**src/sv/ttu_pkg.sv**
```systemverilog
// ----------------------------------------------------------------------------
// ttu_pkg: shared types and constants of the text to UTF-32 transcoder
// Encoding mode codes, the request record passed from decoder to output
// stage, and the fixed code point constants.
// ----------------------------------------------------------------------------
`default_nettype none

package ttu_pkg;

    typedef enum logic [2:0] {
        ENC_UTF8     = 3'd0,
        ENC_UTF16_LE = 3'd1,
        ENC_UTF16_BE = 3'd2,
        ENC_UTF32_LE = 3'd3,
        ENC_UTF32_BE = 3'd4
    } t_enc_mode;

    // One decoded request: either a code point or an end-of-text marker.
    typedef struct packed {
        logic        is_end;
        logic [31:0] value;
    } t_cp_req;

    localparam logic [31:0] BOM_CODE  = 32'h0000_FEFF;
    localparam logic [31:0] SUPP_BASE = 32'h0001_0000;

endpackage

`default_nettype wire

```
**src/sv/ttu_front.sv**
```systemverilog
// ----------------------------------------------------------------------------
// ttu_front: byte-level decoder
// Holds the encoding mode and all sequence state, takes one byte per cycle
// on i_fire and produces a code point or end-of-text request for the queue.
// ----------------------------------------------------------------------------
`default_nettype none

module ttu_front
    import ttu_pkg::*;
(
    input  wire logic        i_clk,
    input  wire logic        i_rst_n,
    input  wire logic        i_cfg_wr_en,
    input  wire logic [2:0]  i_cfg_wr_data,
    input  wire logic        i_fire,
    input  wire logic [7:0]  i_byte,
    output logic             o_push,
    output t_cp_req          o_req
);

    t_enc_mode    r_mode;
    logic [1:0]   r_ubc,      n_ubc;
    logic [31:0]  r_ua,       n_ua;
    logic [1:0]   r_cont,     n_cont;
    logic [20:0]  r_acc,      n_acc;
    logic         r_pend,     n_pend;
    logic [9:0]   r_hb,       n_hb;

    logic         emit;
    logic         emit_end;
    logic [31:0]  emit_value;
    logic         lane16;
    logic [31:0]  asm16;
    logic [15:0]  unit16;
    logic [1:0]   lane32;
    logic [31:0]  asm32;

    always_ff @(posedge i_clk) begin
        if (!i_rst_n) begin
            r_mode <= ENC_UTF8;
            r_ubc  <= '0;
            r_ua   <= '0;
            r_cont <= '0;
            r_acc  <= '0;
            r_pend <= 1'b0;
            r_hb   <= '0;
        end else begin
            if (i_cfg_wr_en) begin
                r_mode <= t_enc_mode'(i_cfg_wr_data);
            end
            r_ubc  <= n_ubc;
            r_ua   <= n_ua;
            r_cont <= n_cont;
            r_acc  <= n_acc;
            r_pend <= n_pend;
            r_hb   <= n_hb;
        end
    end

    always_comb begin
        lane16 = (r_mode == ENC_UTF16_BE) ? ~r_ubc[0] : r_ubc[0];
        asm16  = r_ua | (lane16 ? {16'b0, i_byte, 8'b0} : {24'b0, i_byte});
        unit16 = asm16[15:0];
        lane32 = (r_mode == ENC_UTF32_BE) ? ~r_ubc : r_ubc;
        asm32  = r_ua | ({24'b0, i_byte} << {lane32, 3'b000});
    end

    always_comb begin
        n_ubc      = r_ubc;
        n_ua       = r_ua;
        n_cont     = r_cont;
        n_acc      = r_acc;
        n_pend     = r_pend;
        n_hb       = r_hb;
        emit       = 1'b0;
        emit_end   = 1'b0;
        emit_value = '0;
        if (i_fire) begin
            case (r_mode)
                ENC_UTF8: begin
                    if (r_cont != 2'd0) begin
                        case (r_cont)
                            2'd1:    n_acc = r_acc | {13'b0, i_byte ^ 8'h80};
                            2'd2:    n_acc = r_acc | {7'b0, i_byte ^ 8'h80, 6'b0};
                            default: n_acc = r_acc | {1'b0, i_byte ^ 8'h80, 12'b0};
                        endcase
                        n_cont = r_cont - 2'd1;
                        if (r_cont == 2'd1) begin
                            emit       = 1'b1;
                            emit_value = {11'b0, n_acc};
                            n_acc      = '0;
                        end
                    end else if (i_byte == 8'h00) begin
                        emit_end = 1'b1;
                    end else if (!i_byte[7]) begin
                        emit       = 1'b1;
                        emit_value = {24'b0, i_byte};
                    end else if (i_byte[7:5] == 3'b110) begin
                        n_acc  = {10'b0, i_byte[4:0], 6'b0};
                        n_cont = 2'd1;
                    end else if (i_byte[7:4] == 4'b1110) begin
                        n_acc  = {5'b0, i_byte[3:0], 12'b0};
                        n_cont = 2'd2;
                    end else if (i_byte[7:3] == 5'b11110) begin
                        n_acc  = {i_byte[2:0], 18'b0};
                        n_cont = 2'd3;
                    end else begin
                        // Invalid lead byte decodes as code point zero.
                        emit = 1'b1;
                    end
                end
                ENC_UTF16_LE, ENC_UTF16_BE: begin
                    if (!r_ubc[0]) begin
                        n_ua  = asm16;
                        n_ubc = 2'd1;
                    end else begin
                        n_ua  = '0;
                        n_ubc = 2'd0;
                        if (r_pend) begin
                            emit       = 1'b1;
                            emit_value = {12'b0, r_hb, unit16[9:0]} + SUPP_BASE;
                            n_pend     = 1'b0;
                            n_hb       = '0;
                        end else if (unit16 == 16'h0000) begin
                            emit_end = 1'b1;
                        end else if (unit16[15:11] == 5'b11011) begin
                            n_pend = 1'b1;
                            n_hb   = unit16[9:0];
                        end else begin
                            emit       = 1'b1;
                            emit_value = {16'b0, unit16};
                        end
                    end
                end
                ENC_UTF32_LE, ENC_UTF32_BE: begin
                    if (r_ubc != 2'd3) begin
                        n_ua  = asm32;
                        n_ubc = r_ubc + 2'd1;
                    end else begin
                        n_ua  = '0;
                        n_ubc = 2'd0;
                        if (asm32 == 32'h0) begin
                            emit_end = 1'b1;
                        end else begin
                            emit       = 1'b1;
                            emit_value = asm32;
                        end
                    end
                end
                default: begin
                end
            endcase
            if (emit_end) begin
                n_ubc  = '0;
                n_ua   = '0;
                n_cont = '0;
                n_acc  = '0;
                n_pend = 1'b0;
                n_hb   = '0;
            end
        end
    end

    assign o_push       = emit | emit_end;
    assign o_req.is_end = emit_end;
    assign o_req.value  = emit_value;

    a_end_clears_state: assert property (@(posedge i_clk) disable iff (!i_rst_n)
        (o_push && o_req.is_end) |=> (r_cont == 2'd0 && r_ubc == 2'd0 && !r_pend))
        else $error("decoder state not cleared after end of text");

    a_end_value_zero: assert property (@(posedge i_clk) disable iff (!i_rst_n)
        (o_push && o_req.is_end) |-> (o_req.value == 32'h0))
        else $error("end-of-text request carries a nonzero value");

endmodule

`default_nettype wire

```
**src/sv/ttu_queue.sv**
```systemverilog
// ----------------------------------------------------------------------------
// ttu_queue: two-entry request queue
// Decouples the decoder from the output stage so each can stall alone.
// ----------------------------------------------------------------------------
`default_nettype none

module ttu_queue
    import ttu_pkg::*;
(
    input  wire logic    i_clk,
    input  wire logic    i_rst_n,
    input  wire logic    i_push,
    input  wire t_cp_req i_req,
    input  wire logic    i_pop,
    output t_cp_req      o_head,
    output logic         o_empty,
    output logic         o_full
);

    t_cp_req     r_mem [2];
    logic        r_wr_ptr;
    logic        r_rd_ptr;
    logic [1:0]  r_count;
    logic        do_push;
    logic        do_pop;

    assign o_empty = (r_count == 2'd0);
    assign o_full  = (r_count == 2'd2);
    assign do_push = i_push && !o_full;
    assign do_pop  = i_pop && !o_empty;
    assign o_head  = r_mem[r_rd_ptr];

    always_ff @(posedge i_clk) begin
        if (do_push) begin
            r_mem[r_wr_ptr] <= i_req;
        end
    end

    always_ff @(posedge i_clk) begin
        if (!i_rst_n) begin
            r_wr_ptr <= 1'b0;
            r_rd_ptr <= 1'b0;
            r_count  <= '0;
        end else begin
            if (do_push) begin
                r_wr_ptr <= ~r_wr_ptr;
            end
            if (do_pop) begin
                r_rd_ptr <= ~r_rd_ptr;
            end
            r_count <= r_count + {1'b0, do_push} - {1'b0, do_pop};
        end
    end

    a_no_overflow: assert property (@(posedge i_clk) disable iff (!i_rst_n)
        i_push |-> !o_full)
        else $error("request pushed into a full queue");

    a_count_range: assert property (@(posedge i_clk) disable iff (!i_rst_n)
        r_count != 2'd3)
        else $error("queue count out of range");

endmodule

`default_nettype wire

```
**src/sv/ttu_back.sv**
```systemverilog
// ----------------------------------------------------------------------------
// ttu_back: output stage
// Drops a byte order mark at the start of each text and holds the result
// in an output register until the downstream side takes it.
// ----------------------------------------------------------------------------
`default_nettype none

module ttu_back
    import ttu_pkg::*;
(
    input  wire logic         i_clk,
    input  wire logic         i_rst_n,
    input  wire t_cp_req      i_head,
    input  wire logic         i_empty,
    output logic              o_pop,
    output logic              o_valid,
    input  wire logic         i_ready,
    output logic [31:0]       o_code_point,
    output logic              o_end_of_text
);

    logic         r_valid, n_valid;
    logic         r_first, n_first;
    logic [31:0]  r_data;
    logic         r_last;
    logic         take;
    logic         drop;

    assign take  = !r_valid || i_ready;
    assign o_pop = take && !i_empty;
    assign drop  = !i_head.is_end && r_first && (i_head.value == BOM_CODE);

    always_comb begin
        n_valid = r_valid;
        n_first = r_first;
        if (take) begin
            n_valid = o_pop && !drop;
        end
        if (o_pop) begin
            n_first = i_head.is_end;
        end
    end

    always_ff @(posedge i_clk) begin
        if (!i_rst_n) begin
            r_valid <= 1'b0;
            r_first <= 1'b1;
        end else begin
            r_valid <= n_valid;
            r_first <= n_first;
        end
    end

    always_ff @(posedge i_clk) begin
        if (o_pop && !drop) begin
            r_data <= i_head.value;
            r_last <= i_head.is_end;
        end
    end

    assign o_valid       = r_valid;
    assign o_code_point  = r_data;
    assign o_end_of_text = r_last;

    a_end_rearms_bom: assert property (@(posedge i_clk) disable iff (!i_rst_n)
        (o_pop && i_head.is_end) |=> r_first)
        else $error("start-of-text flag not set after end of text");

    a_bom_dropped: assert property (@(posedge i_clk) disable iff (!i_rst_n)
        (o_pop && drop) |=> !r_valid)
        else $error("leading byte order mark reached the output");

endmodule

`default_nettype wire

```
**src/sv/text_to_utf32_transcoder_unit.sv**
```systemverilog
// ----------------------------------------------------------------------------
// text_to_utf32_transcoder_unit: text to UTF-32 transcoder
// Decodes a byte stream in UTF-8, UTF-16 LE/BE or UTF-32 LE/BE into 32-bit
// code points, with end-of-text marking and leading byte order mark removal.
// ----------------------------------------------------------------------------
//
//  Channel   Direction  Payload                         Handshake
//  s_axis    in         tdata[7:0] = data_byte          tvalid / tready
//  m_axis    out        tdata[31:0] = code_point,       tvalid / tready
//                       tlast = end_of_text
//  cfg       in         wr_data[2:0] = encoding_mode    wr_en, no wait
//
// One byte is accepted per cycle while the queue has room. A finished
// request enters the queue at the edge that takes its last byte and moves
// to the output register once it is free. The decoder and output stage
// are split by a two-entry queue; input tready drops only when it is full.
// Reset is synchronous, active low, and returns the mode to UTF-8 and all
// decode state to the start of a text.
// ----------------------------------------------------------------------------
`default_nettype none

module text_to_utf32_transcoder_unit
    import ttu_pkg::*;
(
    input  wire logic        i_clk,
    input  wire logic        i_rst_n,
    // Configuration: encoding_mode
    input  wire logic        i_cfg_wr_en,
    input  wire logic [2:0]  i_cfg_wr_data,
    // Input stream
    input  wire logic        i_s_axis_tvalid,
    output logic             o_s_axis_tready,
    input  wire logic [7:0]  i_s_axis_tdata,   // [7:0] data_byte
    // Output stream
    output logic             o_m_axis_tvalid,
    input  wire logic        i_m_axis_tready,
    output logic [31:0]      o_m_axis_tdata,   // [31:0] code_point
    output logic             o_m_axis_tlast    // end_of_text
);

    logic     fire;
    logic     push;
    t_cp_req  req;
    t_cp_req  head;
    logic     q_empty;
    logic     q_full;
    logic     pop;

    // Accept a byte whenever the queue can take whatever it may produce.
    assign o_s_axis_tready = !q_full;
    assign fire            = i_s_axis_tvalid && o_s_axis_tready;

    ttu_front u_front (
        .i_clk         (i_clk),
        .i_rst_n       (i_rst_n),
        .i_cfg_wr_en   (i_cfg_wr_en),
        .i_cfg_wr_data (i_cfg_wr_data),
        .i_fire        (fire),
        .i_byte        (i_s_axis_tdata),
        .o_push        (push),
        .o_req         (req)
    );

    ttu_queue u_queue (
        .i_clk   (i_clk),
        .i_rst_n (i_rst_n),
        .i_push  (push),
        .i_req   (req),
        .i_pop   (pop),
        .o_head  (head),
        .o_empty (q_empty),
        .o_full  (q_full)
    );

    ttu_back u_back (
        .i_clk         (i_clk),
        .i_rst_n       (i_rst_n),
        .i_head        (head),
        .i_empty       (q_empty),
        .o_pop         (pop),
        .o_valid       (o_m_axis_tvalid),
        .i_ready       (i_m_axis_tready),
        .o_code_point  (o_m_axis_tdata),
        .o_end_of_text (o_m_axis_tlast)
    );

endmodule

`default_nettype wire

```
**config.mk**
```make
export PLATFORM = sky130hd
export DESIGN_NAME = text_to_utf32_transcoder_unit
export DESIGN_NICKNAME = d
export VERILOG_FILES = /design/src/sv/ttu_pkg.sv /design/src/sv/ttu_front.sv /design/src/sv/ttu_queue.sv /design/src/sv/ttu_back.sv /design/src/sv/text_to_utf32_transcoder_unit.sv
export SDC_FILE = /design/constraint.sdc
export NUM_CORES = 1
export LEC_CHECK = 0
export ABC_AREA = 1
export CORE_ASPECT_RATIO = 0.75
export CORE_UTILIZATION = 30
export CTS_CLUSTER_SIZE = 30
export DETAILED_ROUTE_END_ITERATION = 8
export DONT_BUFFER_PORTS = 1
export HOLD_SLACK_MARGIN = 0.12
export SYNTH_ARGS = -nofsm -noshare
export SYNTH_HDL_FRONTEND = slang
export SYNTH_SLANG_ARGS = --single-unit
```
**constraint.sdc**
```tcl
create_clock -name i_clk -period 4.3 [get_ports i_clk]
set_input_delay 0.645 -clock i_clk [delete_from_list [all_inputs] [get_ports i_clk]]
set_output_delay 0.645 -clock i_clk [all_outputs]
set_load 0.05 [all_outputs]
```
==> impl_table.tex, run 1 <==
\begin{tabular}{lr}
\hline
Metric & Value \\
\hline
\multicolumn{2}{l}{\textbf{Clocking}} \\
TritonCTS Sinks & 177 \\
CTS resizes & 0 \\
Master cell of the clock root buffer & sky130\_fd\_sc\_hd\_\_clkbuf\_16 \\
Clock buffer depth & 2 \\
Post-CTS repair timing setup buffer count & 0 \\
Number of CTS-inserted buffers & 17 \\
Clock input transition at the sequential cells of the worst setup and hold paths & 0.07 ns \\
Later-pin clock latency in the skew report & 0.44 ns \\
Count of H-tree levels built during CTS & 4 \\
Count of hold-fix buffers inserted at cts & 0 \\
TritonCTS clock tree & built \\
\multicolumn{2}{l}{\textbf{Worst setup path}} \\
Data required time of the critical path & 4.39 ns \\
Maximum fanout along the worst path & 33 \\
Type of the setup path with the least slack & reg2reg \\
Crit-path cells & nor2\_4, nand2\_2, nand2\_1, nand2\_1, inv\_2, nor2\_1, nor2\_1, nand2\_1, nor2\_1, nand2\_1, nor2\_1, nand3\_2, nand2\_4, nand2\_4, a21oi\_4, buf\_4 \\
Critical path launch point type & register \\
Critical Path Slowest Stage Cell & sky130\_fd\_sc\_hd\_\_inv\_2 \\
CP delay by family, top & simple AND/OR/NAND/NOR gates \\
Data arrival time of the critical path & 3.95 ns \\
Buf+Inv Stages, Crit Path & 2 \\
Peak per-stage delay on the critical path & 0.48 ns \\
Critical path startpoint & u\_front.r\_mode[0] \\
Worst Setup End Kind & register \\
Reg-to-Reg Start & u\_front.r\_mode[0] \\
\multicolumn{2}{l}{\textbf{Global route}} \\
Met3 demand-to-capacity share in global routing & 4.51\% \\
Total Routing Usage GR & 18.3\% \\
Wire length of the first global-routing pass & 42,500 um \\
Initial antenna violation count & 0 \\
Global routing's busiest layer & met1 \\
Number of global-route vias before repair & 7,140 \\
Met2 track demand over resource in global routing & 26.4\% \\
Overall overflow remaining after global route & 0 \\
Met1 track utilization from global routing & 27.4\% \\
Largest net degree at the start of global routing & 66 \\
\multicolumn{2}{l}{\textbf{Synth}} \\
Number of register bits inferred by synthesis & 177 \\
Most frequent cells after synthesis & sky130\_fd\_sc\_hd\_\_nand2\_1 (256), sky130\_fd\_sc\_hd\_\_nor2\_1 (200), sky130\_fd\_sc\_hd\_\_inv\_1 (103) \\
Most common cell in the netlist & sky130\_fd\_sc\_hd\_\_nand2\_1 \\
Synth Net Count & 1,172 \\
Most area-consuming cells after synthesis & sky130\_fd\_sc\_hd\_\_edfxtp\_1 (33\%), sky130\_fd\_sc\_hd\_\_dfxtp\_1 (17\%), sky130\_fd\_sc\_hd\_\_nand2\_1 (11\%) \\
Post-synth EDFFs & 99 \\
Most used DFF post-synth & sky130\_fd\_sc\_hd\_\_edfxtp\_1 \\
Proportion of netlist area held by the largest area contributor & 33.2\% \\
Post-synth top area cell & sky130\_fd\_sc\_hd\_\_edfxtp\_1 \\
Number of distinct standard cells referenced by the synthesized netlist & 40 \\
Summed instance area of the synthesized netlist & 8940 um2 \\
Synthesized netlist cell count & 1,148 \\
Part of the Yosys area used for sequential elements & 50.7\% \\
Synthesized area per cell & 7.79 um2 \\
Count of warnings emitted by yosys & 0 \\
Async SR Flop Fraction & 0\% \\
\multicolumn{2}{l}{\textbf{Die}} \\
Site row count & 54 \\
Die outline height & 152 um \\
I/O pin cnt & 51 \\
Starting density of the core & 30.6\% \\
DIE AREA & 30,500 um2 \\
Die extent in x & 201 um \\
Core region area & 29,200 um2 \\
\multicolumn{2}{l}{\textbf{Drt}} \\
Post-route DRC & 0 \\
Number of iterations in the first detailed-routing pass & 6 \\
Vias per Instance & 5.08 \\
Routed wire length & 27,300 um \\
Post-route ant nets & 0 \\
WL/cell & 17.8 um \\
Via count & 7,777 \\
1st-iter DRT viols & 824 \\
\multicolumn{2}{l}{\textbf{Cells and area}} \\
Sequential cell area in the final layout & 4530 um2 \\
Fillers & 3,118 \\
Antenna fix cells & 0 \\
Synthesis-to-layout area growth & 10.3\% \\
Share of layout cells above drive strength 1 & 6.67\% \\
Final design utilization & 33.8\% \\
Final instance area & 9860 um2 \\
Area used by multi-input combinational logic & 3750 um2 \\
Number of nets in the final layout & 1,150 \\
\multicolumn{2}{l}{\textbf{STA}} \\
Final worst clock skew & 0.0128 ns \\
RSZ-0062 raised after global routing & false \\
F\_max & 259 MHz \\
Final total negative setup slack & 0 ns \\
Max-slew violations & 0 \\
Period Utilization, post-route & 89.8\% \\
Count of endpoints failing hold in the final timing report & 0 \\
Post-layout minimum cycle time & 3.86 ns \\
Relative slew margins & 20.3\% \\
Worst slew pin tran & 1.19 ns \\
Setup violation total in the final timing report & 0 \\
\multicolumn{2}{l}{\textbf{Power and ir drop}} \\
Pleak & 0.00405 uW \\
Power share of the combinational group & 21.2\% \\
Sequential fraction of design power & 50.5\% \\
Sw Pwr & 2270 uW \\
Post-layout power & 5550 uW \\
Worst vdd ir & 0.000243 V \\
Clk network pwr share & 28.3\% \\
Internal power consumption & 3280 uW \\
Switching Share & 40.8\% \\
Pwr Density & 563 nW/um2 \\
\multicolumn{2}{l}{\textbf{Placed design}} \\
Detail Placement HPWL & 19,900 um \\
IO Port Bufs & 0 \\
Cell area after placement & 9280 um2 \\
Routability congestion estimate from global placement & 0.964 \\
\multicolumn{2}{l}{\textbf{Worst hold path}} \\
Startpoint of the most critical hold path & i\_rst\_n \\
Hold Path Class & in2reg \\
\multicolumn{2}{l}{\textbf{Outcome}} \\
Status & completed \\
\multicolumn{2}{l}{\textbf{Flow run}} \\
Reported max-cap violation count & 0 \\
\hline
\end{tabular}
==> metal layers <==
| metal | wire length (um) | vias up | part of all wire [%] |
|---|---|---|---|
| met5 | 0 | - | 0 |
| li1 | - | 3767 | - |
| met1 | 13400 | 3635 | 49 |
| met2 | 11000 | 351 | 40 |
| met3 | 2600 | 24 | 9.5 |
| met4 | 233 | 0 | 0.85 |
==> through the flow <==
step / worst slack (ns) / cells / hold slack [ns]
6_report: 0.439 / 1531 / 0.335
2_1_floorplan: 0.490 / 1148 / 0.409
3_5_place_dp: 0.518 / 1499 / 0.425
5_1_grt: 0.0377 / 1531 / 0.326
3_3_place_gp: 0.631 / 1499 / 0.422
4_1_cts: 0.495 / 1531 / 0.305
==> final cells by class <==
| class | count | area share (%) |
|---|---|---|
| Sequential cell | 177 | 46.0 |
| Clock inverter | 14 | 1.60 |
| Tap cell | 392 | 4.97 |
| Timing Repair Buffer | 12 | 0.913 |
| Multi-Input combinational cell | 809 | 38.1 |
| Inverter | 109 | 4.15 |
| Clock buffer | 18 | 4.35 |
==> worst register-to-register path, cell delays in order, from the launching register on <==
cell	delay [ns]
sky130_fd_sc_hd__dfxtp_1	0.36
sky130_fd_sc_hd__nor2_4	0.18
sky130_fd_sc_hd__nand2_2	0.09
sky130_fd_sc_hd__nand2_1	0.07
sky130_fd_sc_hd__nand2_1	0.47
sky130_fd_sc_hd__inv_2	0.48
sky130_fd_sc_hd__nor2_1	0.13
sky130_fd_sc_hd__nor2_1	0.17
sky130_fd_sc_hd__nand2_1	0.07
sky130_fd_sc_hd__nor2_1	0.09
sky130_fd_sc_hd__nand2_1	0.06
sky130_fd_sc_hd__nor2_1	0.17
sky130_fd_sc_hd__nand3_2	0.14
sky130_fd_sc_hd__nand2_4	0.28
sky130_fd_sc_hd__nand2_4	0.16
sky130_fd_sc_hd__a21oi_4	0.16
sky130_fd_sc_hd__buf_4	0.40
==> kinds of logic after synthesis <==
kind of cell | after synthesis | synth area share, %
and+or+nand+nor | 587 | 27.4
AOI/OAI and AO/OA | 212 | 13.2
adders and majority gates | 8 | 1.12
xor gates and xnor gates | 2 | 0.196
DFF | 177 | 50.7
buffers and inverters | 162 | 7.46
==> path summary, 6_finish.rpt <==
check                                            end  slack (ns)  cells past startpoint
worst max register to register  u_queue.r_mem[0][30]        0.44                     16
worst max-delay path            u_queue.r_mem[0][30]        0.44                     16
worst min register to register      u_front.r_acc[2]        0.44                      2
worst min-delay path                 u_front.r_hb[9]        0.34                      2
==> power by group through the flow <==
stage	combinational [uW]	clock [uW]	sequential, uW
floorplan	859	0	2800
global placement	1160	0	2840
detailed placement	1160	0	2840
CTS	1160	1600	2810
global route	1320	1660	2830
finish	1180	1570	2800
==> state kept, by name (all words and copies together), names as in the netlist, named ones only <==
signal                count
u_front.r_acc            21
u_back.o_valid            1
u_queue.r_count           2
u_back.o_end_of_text      1
u_queue.r_wr_ptr          1
u_front.r_mode            3
u_back.r_first            1
u_queue.r_rd_ptr          1
u_front.r_ubc             2
u_front.r_hb             10
u_front.r_pend            1
u_front.r_cont            2
u_queue.r_mem            66
u_back.o_code_point      32
u_front.r_ua             32
==> cell usage in the layout (no fill, tap or decap), drive strengths merged, types with 2 or more instances in the layout <==
cell,count
o21a,7
a22oi,3
buf,12
ha,8
a31oi,5
o2111ai,2
clkbuf,18
a221oi,2
a21oi,71
xor2,2
nor4,5
o221ai,3
o21ai,93
o31ai,3
nor3,4
clkinv,6
o211ai,10
dfxtp,78
nand4,12
nand2,264
o21bai,2
nand3,84
or2,12
o22ai,10
edfxtp,99
nor2,205
inv,116
Note: power is estimated with default switching activity, not from simulation.
==> inputs of run 2 (changes only) <==
ABC_AREA = 0   (was 1)
==> run 2 against run 1 <==
Effect of this change: sequential power is 7.1% lower; clock skew is 0.0028 ns higher; non-clock buffer count is 5 higher; largest cell class unchanged; fmax is 6.9% higher; final cell count is 27% lower; area after synthesis is 6.6% lower; sequential share of layout area is 3.1 points higher; total power is 13% lower.
==> impl_table.tex, run 2 <==
\begin{tabular}{lr}
\hline
Metric & Value \\
\hline
\multicolumn{2}{l}{\textbf{Power and ir drop}} \\
Worst vdd ir & 0.000268 V (+10\%) \\
Pwr Density & 526 nW/um2 (-6.5\%) \\
Pleak & 0.00309 uW (-24\%) \\
\multicolumn{2}{l}{\textbf{STA}} \\
Minimum setup slack in the final design & 0.687 ns (+0.248 ns) \\
Count of endpoints failing hold in the final timing report & 0 (unchanged) \\
Max-slew violations & 0 (unchanged) \\
F\_max & 277 MHz (+6.9\%) \\
Fin Hold WS & 0.286 ns (-0.0495 ns) \\
Final total negative setup slack & 0 ns (unchanged) \\
Period Utilization, post-route & 84.0\% (-5.8 points) \\
Final worst clock skew & 0.0156 ns (+0.00277 ns) \\
Post-layout minimum cycle time & 3.61 ns (-0.248 ns) \\
RSZ-0062 raised after global routing & false \\
Setup violation total in the final timing report & 0 (unchanged) \\
Relative slew margins & 19.7\% (-0.56 points) \\
Worst slew pin tran & 1.20 ns (+0.00659 ns) \\
\multicolumn{2}{l}{\textbf{Cells and area}} \\
Largest register FFs & 66 (unchanged) \\
Synthesis-to-layout area growth & 10.5\% \\
Share of layout cells above drive strength 1 & 14.0\% (+7.4 points) \\
Commonest non-fill, non-tap cells in the layout & sky130\_fd\_sc\_hd\_\_edfxtp\_1 (99), sky130\_fd\_sc\_hd\_\_a21oi\_1 (87), sky130\_fd\_sc\_hd\_\_dfxtp\_1 (78), sky130\_fd\_sc\_hd\_\_nor2\_1 (76), sky130\_fd\_sc\_hd\_\_nand2\_1 (40) \\
Final design utilization & 33.9\% (+0.15 points) \\
Register ranked first by flip-flop count & u\_queue.r\_mem \\
Commonest non-fill, non-tap cell in the layout & sky130\_fd\_sc\_hd\_\_edfxtp\_1 \\
Number of nets in the final layout & 780 (-32\%) \\
Final instance area & 9230 um2 (-6.4\%) \\
\multicolumn{2}{l}{\textbf{Global route}} \\
Largest net degree at the start of global routing & 35 (-47\%) \\
Number of global-route vias before repair & 5,679 (-20\%) \\
Total Routing Usage GR & 17.3\% (-1.0 points) \\
Initial antenna violation count & 1 (+1) \\
Wire length of the first global-routing pass & 36,400 um (-14\%) \\
Overall overflow remaining after global route & 0 (unchanged) \\
\multicolumn{2}{l}{\textbf{Synth}} \\
Most used DFF post-synth & sky130\_fd\_sc\_hd\_\_edfxtp\_1 \\
Most area-consuming cells after synthesis & sky130\_fd\_sc\_hd\_\_edfxtp\_1 (36\%), sky130\_fd\_sc\_hd\_\_dfxtp\_1 (19\%), sky130\_fd\_sc\_hd\_\_a21oi\_1 (5.2\%) \\
Post-synth top area cell & sky130\_fd\_sc\_hd\_\_edfxtp\_1 \\
Async SR Flop Fraction & 0\% (unchanged) \\
Share of synthesized area spent on multiplexers & 5.53\% (+5.5 points) \\
Number of distinct standard cells referenced by the synthesized netlist & 80 (+100\%) \\
Most frequent cells after synthesis & sky130\_fd\_sc\_hd\_\_edfxtp\_1 (99), sky130\_fd\_sc\_hd\_\_a21oi\_1 (87), sky130\_fd\_sc\_hd\_\_dfxtp\_1 (78), sky130\_fd\_sc\_hd\_\_nor2\_1 (78), sky130\_fd\_sc\_hd\_\_nand2\_1 (40) \\
Fraction of the mapped netlist area in compound gates & 19.6\% (+6.5 points) \\
Post-synth EDFFs & 99 (unchanged) \\
Count of warnings emitted by yosys & 0 (unchanged) \\
Most common cell in the netlist & sky130\_fd\_sc\_hd\_\_edfxtp\_1 \\
Main combinational cell family by area after synthesis & compound AO/OA/AOI/OAI gates \\
Synth Area in Adders & 1.20\% (+0.079 points) \\
Simple-gate share of the synthesized area & 14.0\% (-13 points) \\
Summed instance area of the synthesized netlist & 8350 um2 (-6.6\%) \\
Synthesized area per cell & 10.9 um2 (+40\%) \\
Part of the Yosys area used for sequential elements & 54.3\% (+3.6 points) \\
Number of register bits inferred by synthesis & 177 (unchanged) \\
Synthesized netlist cell count & 768 (-33\%) \\
Proportion of netlist area held by the largest area contributor & 35.6\% (+2.3 points) \\
Synth Net Count & 792 (-32\%) \\
XOR/XNOR Fraction of Synth Area & 1.15\% (+0.96 points) \\
\multicolumn{2}{l}{\textbf{Clocking}} \\
Number of CTS-inserted buffers & 17 (unchanged) \\
Count of hold-fix buffers inserted at cts & 0 (unchanged) \\
Post-CTS repair timing setup buffer count & 0 (unchanged) \\
TritonCTS clock tree & built \\
Master cell of the clock root buffer & sky130\_fd\_sc\_hd\_\_clkbuf\_16 \\
Clock buffer depth & 2 (unchanged) \\
CTS resizes & 0 (unchanged) \\
Clock input transition at the sequential cells of the worst setup and hold paths & 0.08 ns (about the same) \\
TritonCTS Sinks & 177 (unchanged) \\
Later-pin clock latency in the skew report & 0.44 ns (about the same) \\
Count of H-tree levels built during CTS & 4 (unchanged) \\
\multicolumn{2}{l}{\textbf{Placed design}} \\
Routability congestion estimate from global placement & 0.967 (+0.28\%) \\
Cell area after placement & 8690 um2 (-6.3\%) \\
Detail Placement HPWL & 17,500 um (-12\%) \\
Post-placement worst setup slack & 0.724 ns (+0.205 ns) \\
IO Port Bufs & 0 (unchanged) \\
\multicolumn{2}{l}{\textbf{Drt}} \\
1st-iter DRT viols & 866 (+5.1\%) \\
Vias per Instance & 5.56 (+9.4\%) \\
Routed wire length & 24,500 um (-10\%) \\
Via count & 6,232 (-20\%) \\
WL/cell & 21.9 um (+23\%) \\
Number of iterations in the first detailed-routing pass & 6 (unchanged) \\
Post-route DRC & 0 (unchanged) \\
Post-route ant nets & 0 (unchanged) \\
\multicolumn{2}{l}{\textbf{Worst setup path}} \\
Reg-to-Reg Start & u\_front.r\_mode[1] \\
CP delay by family, top & compound AO/OA/AOI/OAI gates \\
Critical path startpoint & u\_front.r\_mode[1] \\
Crit-path cells & nor3b\_4, xnor2\_2, o221ai\_1, nor4\_4, a21oi\_4, o41ai\_4, inv\_1, ha\_1, xor2\_1, xnor2\_1, nor2\_1 \\
Worst Setup End Kind & register \\
Critical Path Slowest Stage Cell & sky130\_fd\_sc\_hd\_\_dfxtp\_1 \\
Critical path launch point type & register \\
Buf+Inv Stages, Crit Path & 1 (-1) \\
Data arrival time of the critical path & 3.92 ns (-0.03 ns) \\
Data required time of the critical path & 4.61 ns (+0.22 ns) \\
Type of the setup path with the least slack & reg2reg \\
Peak per-stage delay on the critical path & 0.54 ns (+0.06 ns) \\
Maximum fanout along the worst path & 14 (-58\%) \\
\multicolumn{2}{l}{\textbf{Outcome}} \\
Status & completed \\
\multicolumn{2}{l}{\textbf{Die}} \\
Die outline height & 147 um (-3.3\%) \\
Core region area & 27,200 um2 (-6.8\%) \\
I/O pin cnt & 51 (unchanged) \\
Site row count & 52 (-3.7\%) \\
Starting density of the core & 30.7\% (+0.077 points) \\
DIE AREA & 28,500 um2 (-6.5\%) \\
Die extent in x & 195 um (-3.3\%) \\
\multicolumn{2}{l}{\textbf{Flow run}} \\
Reported max-cap violation count & 0 (unchanged) \\
\multicolumn{2}{l}{\textbf{Worst hold path}} \\
Hold Path Class & in2reg \\
Startpoint of the most critical hold path & i\_rst\_n \\
\hline
\end{tabular}
==> run 2: worst paths after layout <==
| path | depth (start not counted) | to | slack (ns) |
|---|---|---|---|
| worst min-delay path | 1 | u_back.r_first | 0.29 |
| worst max-delay path | 11 | u_queue.r_count[1] | 0.69 |
| worst max register to register | 11 | u_queue.r_count[1] | 0.69 |
| worst min register to register | 1 | u_front.r_hb[4] | 0.47 |
==> run 2: power breakdown <==
group / total [uW] / internal, uW / switching (uW) / leakage [uW]
Sequential: 2600 / 2070 / 530 / 0.00159
Clock: 1440 / 750 / 686 / 0.000260
Combinational: 820 / 317 / 503 / 0.00124
Total: 4860 / 3140 / 1720 / 0.00309
==> run 2: kinds of logic (layout without fill, tap and decap cells) <==
group,count (synthesis),count (layout)
AO/OA/AOI/OAI,232,232
AND/OR/NAND/NOR,222,222
other,0,1
buffers and inverters,79,80
adder cells (fa/ha/maj),8,8
XOR/XNOR,8,8
multiplexers,42,42
flip-flops,177,177
==> run 2: per-layer routing <==
metal | global-route usage, % | share of wire (%) | up-vias
met4 | 4.40 | 1.4 | 0
li1 | - | - | 2881
met2 | 23.2 | 40 | 323
met5 | 0 | 0 | -
met3 | 6.44 | 10 | 26
met1 | 25.6 | 48 | 3002
==> run 2: area by class of cell <==
class | count | area (um2)
Timing Repair Buffer | 17 | 128
Sequential cell | 177 | 4530
Fill cell | 2678 | 18000
Multi-Input combinational cell | 512 | 3480
Clock inverter | 13 | 104
Clock buffer | 19 | 433
Antenna cell | 1 | 2.50
Tap cell | 351 | 439
Inverter | 31 | 116
==> run 2: metrics by stage <==
stage	cells	power (uW)
CTS	1120	4880
global placement	1088	3450
floorplan	768	3220
global route	1120	5040
finish	1121	4860
detailed placement	1088	3450
==> inputs of run 3 (changes only) <==
clock period = 3.61 ns   (was 4.3 ns; I/O delays follow)
==> run 3 against run 2 <==
Effect of this change: combinational power up 28%; first-iteration DRC count is 11% higher; global-route usage up 0.54 points; clock power rose by 26%; sequential power up 18%; final cell count rose by 1.5%; largest cell class unchanged.
==> impl_table.tex, run 3 (synthesis results as in run 2) <==
\begin{tabular}{lr}
\hline
Metric & Value \\
\hline
\multicolumn{2}{l}{\textbf{Worst setup path}} \\
Crit-path cells & nor3b\_4, mux2i\_1, o221ai\_1, nor4\_4, a21oi\_4, o41ai\_4, inv\_1, ha\_1, xor2\_1, xnor2\_1, nor2\_1 \\
Worst Setup End Kind & register \\
Peak per-stage delay on the critical path & 0.57 ns (+0.03 ns) \\
Type of the setup path with the least slack & reg2reg \\
Data arrival time of the critical path & 3.63 ns (-0.29 ns) \\
Data required time of the critical path & 3.92 ns (-0.69 ns) \\
Critical Path Slowest Stage Cell & sky130\_fd\_sc\_hd\_\_o41ai\_4 \\
Critical path launch point type & register \\
RR Endpoint & u\_queue.r\_count[1] \\
Worst Reg2Reg Path Length in Cells & 11 (unchanged) \\
Maximum fanout along the worst path & 13 (-1) \\
Reg-to-Reg Start & u\_front.r\_mode[2] \\
Worst R2R Setup Slack & 0.28 ns (-0.40 ns) \\
\multicolumn{2}{l}{\textbf{Placed design}} \\
Routability congestion estimate from global placement & 0.963 (-0.37\%) \\
Detail Placement HPWL & 18,300 um (+4.3\%) \\
Total instance count after detailed placement & 1,106 (+1.7\%) \\
IO Port Bufs & 0 (unchanged) \\
\multicolumn{2}{l}{\textbf{Drt}} \\
Post-route DRC & 0 (unchanged) \\
WL/cell & 22.1 um (+0.75\%) \\
Routed wire length & 25,100 um (+2.3\%) \\
Met2 Wirelength & 9850 um (+1.1\%) \\
Post-route ant nets & 0 (unchanged) \\
Number of iterations in the first detailed-routing pass & 5 (-1) \\
Vias per Instance & 5.61 (+0.88\%) \\
1st-iter DRT viols & 959 (+11\%) \\
Highest Signal Layer & met4 \\
Via count & 6,382 (+2.4\%) \\
Post-route met1 wirelength & 11,900 um (+0.30\%) \\
Routed length on met3 & 2780 um (+7.9\%) \\
\multicolumn{2}{l}{\textbf{STA}} \\
RSZ-0062 raised after global routing & false \\
F\_max & 301 MHz (+8.7\%) \\
Final worst clock skew & 0.0107 ns (-0.00485 ns) \\
Period Utilization, post-route & 92.1\% (+8.1 points) \\
Setup violation total in the final timing report & 0 (unchanged) \\
Fin Hold WS & 0.183 ns (-0.102 ns) \\
Relative slew margins & 23.2\% (+3.5 points) \\
Max-slew violations & 0 (unchanged) \\
Post-layout minimum cycle time & 3.33 ns (-0.288 ns) \\
Worst slew pin tran & 1.15 ns (-0.0523 ns) \\
Count of endpoints failing hold in the final timing report & 0 (unchanged) \\
\multicolumn{2}{l}{\textbf{Die}} \\
DIE AREA & 28,500 um2 (unchanged) \\
I/O pin cnt & 51 (unchanged) \\
Die outline height & 147 um (unchanged) \\
Die extent in x & 195 um (unchanged) \\
Site row count & 52 (unchanged) \\
Starting density of the core & 30.7\% (unchanged) \\
Core region area & 27,200 um2 (unchanged) \\
\multicolumn{2}{l}{\textbf{Outcome}} \\
Status & completed \\
\multicolumn{2}{l}{\textbf{Clocking}} \\
Count of hold-fix buffers inserted at cts & 0 (unchanged) \\
Later-pin clock latency in the skew report & 0.44 ns (about the same) \\
Clock buffer depth & 2 (unchanged) \\
Count of H-tree levels built during CTS & 4 (unchanged) \\
Clock input transition at the sequential cells of the worst setup and hold paths & 0.07 ns (about the same) \\
Master cell of the clock root buffer & sky130\_fd\_sc\_hd\_\_clkbuf\_16 \\
Post-CTS repair timing setup buffer count & 0 (unchanged) \\
Number of CTS-inserted buffers & 17 (unchanged) \\
TritonCTS Sinks & 177 (unchanged) \\
TritonCTS clock tree & built \\
CTS resizes & 0 (unchanged) \\
\multicolumn{2}{l}{\textbf{Cells and area}} \\
Area used by multi-input combinational logic & 3480 um2 (unchanged) \\
Register ranked first by flip-flop count & u\_queue.r\_mem \\
Commonest non-fill, non-tap cells in the layout & sky130\_fd\_sc\_hd\_\_edfxtp\_1 (99), sky130\_fd\_sc\_hd\_\_a21oi\_1 (87), sky130\_fd\_sc\_hd\_\_dfxtp\_1 (78), sky130\_fd\_sc\_hd\_\_nor2\_1 (76), sky130\_fd\_sc\_hd\_\_nand2\_1 (40) \\
Cell Count, Final, Fillers Out & 1,138 (+1.5\%) \\
Antenna fix cells & 0 (-1) \\
Largest register FFs & 66 (unchanged) \\
Synthesis-to-layout area growth & 13.0\% \\
Number of nets in the final layout & 798 (+2.3\%) \\
Fillers & 2,713 (+1.3\%) \\
Sequential cell area in the final layout & 4530 um2 (unchanged) \\
Share of layout cells above drive strength 1 & 16.4\% (+2.3 points) \\
Commonest non-fill, non-tap cell in the layout & sky130\_fd\_sc\_hd\_\_edfxtp\_1 \\
\multicolumn{2}{l}{\textbf{Global route}} \\
Largest net degree at the start of global routing & 35 (unchanged) \\
Number of global-route vias before repair & 5,885 (+3.6\%) \\
Wire length of the first global-routing pass & 37,900 um (+4.1\%) \\
Overall overflow remaining after global route & 0 (unchanged) \\
Initial antenna violation count & 0 (-1) \\
Total Routing Usage GR & 17.8\% (+0.54 points) \\
\multicolumn{2}{l}{\textbf{Power and ir drop}} \\
Worst vdd ir & 0.000312 V (+16\%) \\
Pwr Density & 628 nW/um2 (+19\%) \\
Pleak & 0.00321 uW (+3.8\%) \\
\multicolumn{2}{l}{\textbf{Worst hold path}} \\
Startpoint of the most critical hold path & i\_rst\_n \\
Worst Hold Path EP & u\_back.r\_first \\
Hold Path Class & in2reg \\
Hold path depth & 1 (unchanged) \\
\multicolumn{2}{l}{\textbf{Flow run}} \\
Reported max-cap violation count & 0 (unchanged) \\
\hline
\end{tabular}
## run 3: cell count changes in the layout (fill, tap and decap cells not counted), sizes merged
cell      delta
buf         +18
clkinv       -3
inv          +3
clkbuf       -2
bufinv       +1
clkinvlp     +1
diode        -1
## run 3: area by class of cell
type / instances / share of cell area, %
Tap cell: 351 / 4.65
Clock buffer: 17 / 4.51
Sequential cell: 177 / 48.1
Timing Repair Buffer: 35 / 3.18
Clock inverter: 15 / 1.54
Inverter: 31 / 1.23
Multi-Input combinational cell: 512 / 36.8
## run 3: worst max-delay path by stage
stage	startpoint	end	slack (ns)	depth (start not counted)
5_1_grt	u_front.r_mode[2]	u_queue.r_count[1]	0.09	11
3_3_place_gp	u_front.r_mode[2]	u_queue.r_count[1]	0.37	11
4_1_cts	u_front.r_mode[2]	u_queue.r_count[1]	0.27	11
3_5_place_dp	u_front.r_mode[2]	u_queue.r_count[1]	0.29	11
2_1_floorplan	i_s_axis_tdata[2]	u_queue.r_mem[0][0]	-0.29	9
6_report	u_front.r_mode[2]	u_queue.r_count[1]	0.28	11
## run 3: metrics by stage
stage	area, um2	worst slack (ns)	setup TNS (ns)	utilization [%]	total power, uW
2_1_floorplan	8350	-0.292	-19.28	-	3830
3_3_place_gp	8870	0.372	0	32.6	4160
3_5_place_dp	8870	0.292	0	32.6	4160
4_1_cts	9440	0.269	0	34.7	5970
5_1_grt	9440	0.0900	0	34.7	6160
6_report	9440	0.285	0	34.7	5930
## run 3: metal layers
layer / track usage [%] / vias to the layer above
li1: - / 2915
met1: 26.7 / 3087
met2: 23.9 / 338
met3: 5.68 / 42
met4: 5.36 / 0
met5: 0 / -
## run 3: power by group
group | internal, uW | leakage (uW) | switching [uW]
combinational | 407 | 0.00134 | 642
sequential | 2460 | 0.00159 | 605
clock | 970 | 0.000277 | 839
## run 3: critical path: cells and delay by family, from the launching register on
kind / cells / cell delay, ns
AO/OA/AOI/OAI: 3 / 0.97
AND/OR/NAND/NOR: 3 / 0.85
flip-flops: 1 / 0.45
multiplexers: 1 / 0.31
XOR/XNOR: 2 / 0.30
adder cells (fa/ha/maj): 1 / 0.21
buffers and inverters: 1 / 0.11
